[src/hw/rtl/tmcr_pkg.sv]
`default_nettype none
// ----------------------------------------------------------------------------
// tmcr_pkg
// Shared constants, codes, item types and helpers of the text-mode cell
// renderer.
// ----------------------------------------------------------------------------
package tmcr_pkg;

  localparam int TEXT_COLUMNS = 80;
  localparam int TEXT_LINES   = 25;
  localparam int GLYPH_HEIGHT = 14;

  localparam int TEXT_DEPTH = TEXT_COLUMNS * TEXT_LINES;
  localparam int TEXT_AW    = $clog2(TEXT_DEPTH);
  localparam int FONT_DEPTH = 256 * GLYPH_HEIGHT;
  localparam int FONT_AW    = $clog2(FONT_DEPTH);
  localparam int PAL_DEPTH  = 16;
  localparam int PAL_AW     = $clog2(PAL_DEPTH);
  localparam int ROW_W      = $clog2(GLYPH_HEIGHT);

  localparam logic [7:0] MASK_FULL = 8'hFF;
  localparam logic [7:0] MASK_BOX  = 8'h81;

  typedef enum logic [2:0] {
    CMD_WRITE_CELL  = 3'd0,
    CMD_FONT_ROW    = 3'd1,
    CMD_PALETTE     = 3'd2,
    CMD_RENDER      = 3'd3,
    CMD_CURSOR_MOVE = 3'd4,
    CMD_BLINK       = 3'd5,
    CMD_FOCUS_GAIN  = 3'd6,
    CMD_FOCUS_LOST  = 3'd7
  } cmd_t;

  typedef enum logic [1:0] {
    MODE_HIDDEN   = 2'd0,
    MODE_VISIBLE  = 2'd1,
    MODE_INACTIVE = 2'd2
  } cursor_mode_t;

  typedef enum logic [2:0] {
    ST_CLEAR,
    ST_IDLE,
    ST_CELL,
    ST_FORE,
    ST_BACK,
    ST_ROWS
  } state_t;

  typedef struct packed {
    logic [2:0] command;
    logic [6:0] column;
    logic [4:0] line;
    logic [7:0] char_code;
    logic [7:0] attribute;
    logic [3:0] glyph_line;
    logic [7:0] glyph_bits;
    logic [3:0] palette_index;
    logic [5:0] palette_red;
    logic [5:0] palette_green;
    logic [5:0] palette_blue;
  } item_t;

  typedef struct packed {
    logic [3:0]  pixel_row;
    logic [7:0]  pixel_mask;
    logic [23:0] fore_rgb;
    logic [23:0] back_rgb;
    logic        last_row;
  } result_t;

  // controller to datapath
  typedef struct packed {
    logic clr_step;
    logic text_we;
    logic font_we;
    logic pal_we;
    logic render_start;
    logic cur_move;
    logic cur_blink;
    logic cur_focus;
    logic cur_unfocus;
    logic cell_ld;
    logic fore_ld;
    logic back_ld;
    logic row_ld;
  } ctrl_cmd_t;

  // datapath to controller
  typedef struct packed {
    cmd_t cmd;
    logic in_grid;
    logic gline_ok;
    logic clr_last;
    logic row_last;
  } dp_stat_t;

  // v*255/63 rounded down equals 4v + v/21
  function automatic logic [7:0] widen6(input logic [5:0] v);
    logic [1:0] q;
    q = (v == 6'd63) ? 2'd3 : (v >= 6'd42) ? 2'd2 : (v >= 6'd21) ? 2'd1 : 2'd0;
    return {v, 2'b00} + {6'd0, q};
  endfunction

endpackage
`default_nettype wire

[src/hw/rtl/tmcr_ctrl.sv]
`default_nettype none
// ----------------------------------------------------------------------------
// tmcr_ctrl
// Sequencer: clearing pass, command dispatch, render steps, result valid.
// ----------------------------------------------------------------------------
module tmcr_ctrl (
  input  wire logic                clk,
  input  wire logic                rst_n,
  input  wire logic                in_valid,
  output logic                     in_ready,
  output logic                     out_valid,
  input  wire logic                out_ready,
  input  wire tmcr_pkg::dp_stat_t  stat,
  output tmcr_pkg::ctrl_cmd_t      cmd
);
  import tmcr_pkg::*;

  state_t state_r, state_nxt;
  logic   out_valid_r, out_valid_nxt;
  logic   can_load;

  assign can_load  = !out_valid_r || out_ready;
  assign out_valid = out_valid_r;

  always_ff @(posedge clk) begin
    if (!rst_n) begin
      state_r     <= ST_CLEAR;
      out_valid_r <= 1'b0;
    end else begin
      state_r     <= state_nxt;
      out_valid_r <= out_valid_nxt;
    end
  end

  always_comb begin
    state_nxt = state_r;
    cmd       = '0;
    in_ready  = 1'b0;
    case (state_r)
      ST_CLEAR: begin
        cmd.clr_step = 1'b1;
        if (stat.clr_last) begin
          state_nxt = ST_IDLE;
        end
      end
      ST_IDLE: begin
        in_ready = 1'b1;
        if (in_valid) begin
          case (stat.cmd)
            CMD_WRITE_CELL:  cmd.text_we     = stat.in_grid;
            CMD_FONT_ROW:    cmd.font_we     = stat.gline_ok;
            CMD_PALETTE:     cmd.pal_we      = 1'b1;
            CMD_RENDER: begin
              if (stat.in_grid) begin
                cmd.render_start = 1'b1;
                state_nxt        = ST_CELL;
              end
            end
            CMD_CURSOR_MOVE: cmd.cur_move    = 1'b1;
            CMD_BLINK:       cmd.cur_blink   = 1'b1;
            CMD_FOCUS_GAIN:  cmd.cur_focus   = 1'b1;
            CMD_FOCUS_LOST:  cmd.cur_unfocus = 1'b1;
            default: ;
          endcase
        end
      end
      ST_CELL: begin
        cmd.cell_ld = 1'b1;
        state_nxt   = ST_FORE;
      end
      ST_FORE: begin
        cmd.fore_ld = 1'b1;
        state_nxt   = ST_BACK;
      end
      ST_BACK: begin
        cmd.back_ld = 1'b1;
        state_nxt   = ST_ROWS;
      end
      ST_ROWS: begin
        if (can_load) begin
          cmd.row_ld = 1'b1;
          if (stat.row_last) begin
            state_nxt = ST_IDLE;
          end
        end
      end
      default: state_nxt = ST_IDLE;
    endcase
  end

  always_comb begin
    if (cmd.row_ld) begin
      out_valid_nxt = 1'b1;
    end else if (out_ready) begin
      out_valid_nxt = 1'b0;
    end else begin
      out_valid_nxt = out_valid_r;
    end
  end

endmodule
`default_nettype wire

[config.mk]
export PLATFORM = sky130hd
export DESIGN_NAME = tmcr_ctrl
export DESIGN_NICKNAME = d
export VERILOG_FILES = /design/src/hw/rtl/tmcr_pkg.sv /design/src/hw/rtl/tmcr_ctrl.sv
export SDC_FILE = /design/constraint.sdc
export NUM_CORES = 1
export LEC_CHECK = 0
export BUFFER_PORTS_ARGS = -buffer_cell sky130_fd_sc_hd__buf_2
export CORE_AREA = 2 2 39 41
export CTS_BUF_LIST = sky130_fd_sc_hd__clkbuf_2 sky130_fd_sc_hd__clkbuf_4 sky130_fd_sc_hd__clkbuf_8
export DETAILED_ROUTE_END_ITERATION = 12
export DIE_AREA = 0 0 41 43
export GPL_TIMING_DRIVEN = 1
export HOLD_SLACK_MARGIN = 0.15
export SETUP_SLACK_MARGIN = 0.4
export SLEW_MARGIN = 15
export SYNTH_ARGS = -nofsm -noshare
export SYNTH_HDL_FRONTEND = slang
export SYNTH_SLANG_ARGS = --single-unit
[constraint.sdc]
create_clock -name clk -period 3.33 [get_ports clk]
set_input_delay 0 -clock clk [delete_from_list [all_inputs] [get_ports clk]]
set_output_delay 0 -clock clk [all_outputs]
set_load 0.1 [all_outputs]
==> qor.csv <==
stage,metric,value,unit
power,maximum VDD drop,0.1246,mV
global_routing,GRT Total Usage,11.22,%
synth,post-synth net total,53,
sta,setup tns final,0,ns
drt,violation count after the first detailed-route iteration,1,
sta,Fin. Hold Viols,0,
clocking,H-tree Lvls,1,
critical_path,"Max FO, Critical Path",10,
final_layout,diodes inserted,0,
synth,Seq cells post-synth,4,
clocking,Resize count post-CTS,0,
sta,Final period util,53.35,%
sta,RSZ-0062 raised after global routing,no,
global_routing,vias in the first global route,334,
sta,relative slew slack,67.72,%
power,Pwr per Cell Area,379.8,nW/µm²
power,static leakage,0.2639,nW
sta,Tmin final,1.776,ns
synth,Synth top area share,22.61,%
floorplan,Die X,41,µm
synth,synth unique cells,26,
synth,synthesized area,354.1,µm²
drt,Post-DRT Antenna Nets,0,
floorplan,I/O Pins,26,
critical_path,critical path required time,3.33,ns
drt,"wirelength, routed",909,µm
worst_hold_path,hold path cells,3,
floorplan,core area,1384,µm²
sta,Final Slew Violations,0,
final_layout,layout cells sized above 1,44.93,%
final_layout,final instance area,516.7,µm²
sta,worst-margin pin slew,0.4876,ns
place,pre-CTS WS,1.792,ns
sta,worst setup margin,1.554,ns
worst_hold_path,Worst Hold Class,in2reg,
global_routing,global route overflow,0,
synth,ranking of synthesized cells by area,"dfxtp_1 23%, nor3b_1 13%, buf_6 6.4%",
drt,via count,412,
final_layout,Layout area overhead,45.94,%
drt,drt drc,0,
final_layout,fin util,37.34,%
synth,share of the yosys chip area belonging to registers,22.61,%
clocking,worst skew pair latency,0.24,ns
final_layout,"most common cell after layout, fill and taps aside",buf_2,
critical_path,WS Path Type,reg2out,
synth,syn_area_per_cell,8.431,µm²
floorplan,cell row count,14,
run,Max Cap Viol,0,
final_layout,most frequent cells in the layout,"25 x buf_2, 6 x nor3b_1, 4 x dfxtp_1",
drt,Vias per Instance,4.847,
critical_path,Crit-path slowest cell,dfxtp_1,
clocking,clock root cell,clkbuf_4,
sta,f_max,0.5629,GHz
critical_path,R2R cell count,4,
place,I/O Buffers,25,
global_routing,first-pass GRT wire length,1331,µm
sta,hold slack,0.1728,ns
place,Final Wtd Congestion,0.6078,
synth,Cells after Synth,42,
floorplan,initial core utilization,25.59,%
clocking,clk slew on worst S/H paths,0.03,ns
clocking,Sink Count,4,
global_routing,initial antenna violation count,0,
clocking,TritonCTS Buffers,3,
critical_path,slowest cell delay on critical path,0.48,ns
critical_path,Critical Path Sink Type,output pin,
sta,final setup fails,0,
drt,mean routed wirelength per cell,10.69,µm
sta,Clock Skew,0.007995,ns
place,area post-placement,464.2,µm²
run_status,status,completed,
synth,Ys Warns,0,
critical_path,crit-path cells,"nor3b_4, and2_1, and4b_1, buf_2",
critical_path,Worst Path Arrival,1.78,ns
critical_path,Worst Setup Start Kind,flop,
floorplan,Die Span Y,43,µm
global_routing,largest net degree at the start of global routing,11,
clocking,CTS tree,done,
clocking,CTS max path bufs,2,
drt,drt pass-1 iters,2,
synth,post-synth top area cell,dfxtp_1,
floorplan,Die Area,1763,µm²
final_layout,# nets final,82,
## cells by family (layout without fill, tap and decap cells)
logic type             count (synthesis)  in the layout  synth area share [%]
buffers and inverters                  5             32                 10.95
DFF                                    4              4                 22.62
and+or+nand+nor                       28             28                 55.48
AOI/OAI and AO/OA                      5              5                 10.95
## worst max-delay path: cells and delay by family (launching register included)
family	cells	cell delay (ns)
simple gates	3	0.63
buf+inv	1	0.42
flops	1	0.48
## stage by stage
step                total power [mW]  instances
finish                        0.1963         85
global route                  0.2065         85
CTS                           0.1997         85
detailed placement            0.1323         79
global placement              0.1319         79
floorplan                     0.1194         42
## power breakdown
| group | switching [mW] | internal, mW |
|---|---|---|
| Sequential | 0.00485 | 0.0502 |
| Clock | 0.0227 | 0.0405 |
| Combinational | 0.0568 | 0.0213 |
## path summary, 6_finish.rpt
check	startpoint	end	slack, ns
max	state_r[0]	cmd[10]	1.55
min	stat[3]	state_r[1]	0.17
max reg2reg	state_r[2]	state_r[2]	1.61
min reg2reg	out_valid	out_valid	0.54
## metal layers
metal / vias to the layer above / share of wire, % / GRT usage (%) / wire (µm)
met5: - / 0 / 0 / 0
met2: 21 / 44 / 17.50 / 397
li1: 210 / - / - / -
met1: 176 / 43 / 12.14 / 389
met3: 5 / 11 / 4.712 / 104
met4: 0 / 2.0 / 6.000 / 18
## synthesized netlist by cell type, drive strengths merged
library cell / n
and2: 1
nor3: 4
and3: 3
a221o: 1
dfxtp: 4
and4b: 1
inv: 1
a21boi: 1
o21a: 1
nor2: 2
nand2b: 1
nor3b: 7
a311oi: 1
nand4: 1
nor2b: 2
nand3: 2
nand2: 2
buf: 4
o21ai: 1
and3b: 1
nand4b: 1
## state kept, by name (all words and copies together) (netlist names)
register	flops
out_valid	1
state_r	3
## final cells by class
class | count | area [µm²]
inverter | 1 | 3.754
sequential | 4 | 80.08
timing repair buffer | 28 | 155.1
multi-input combinational | 33 | 235.2
tap | 16 | 20.02
fill | 157 | 867.1
clock buffer | 3 | 22.52
## repair_timing
| action | 4_1_cts | 5_1_grt |
|---|---|---|
| hold endpoints to repair | 4 | 0 |
| hold buffers | 3 | 0 |
| buffers inserted | 0 | 0 |
Note: power is estimated with default switching activity, not from simulation.
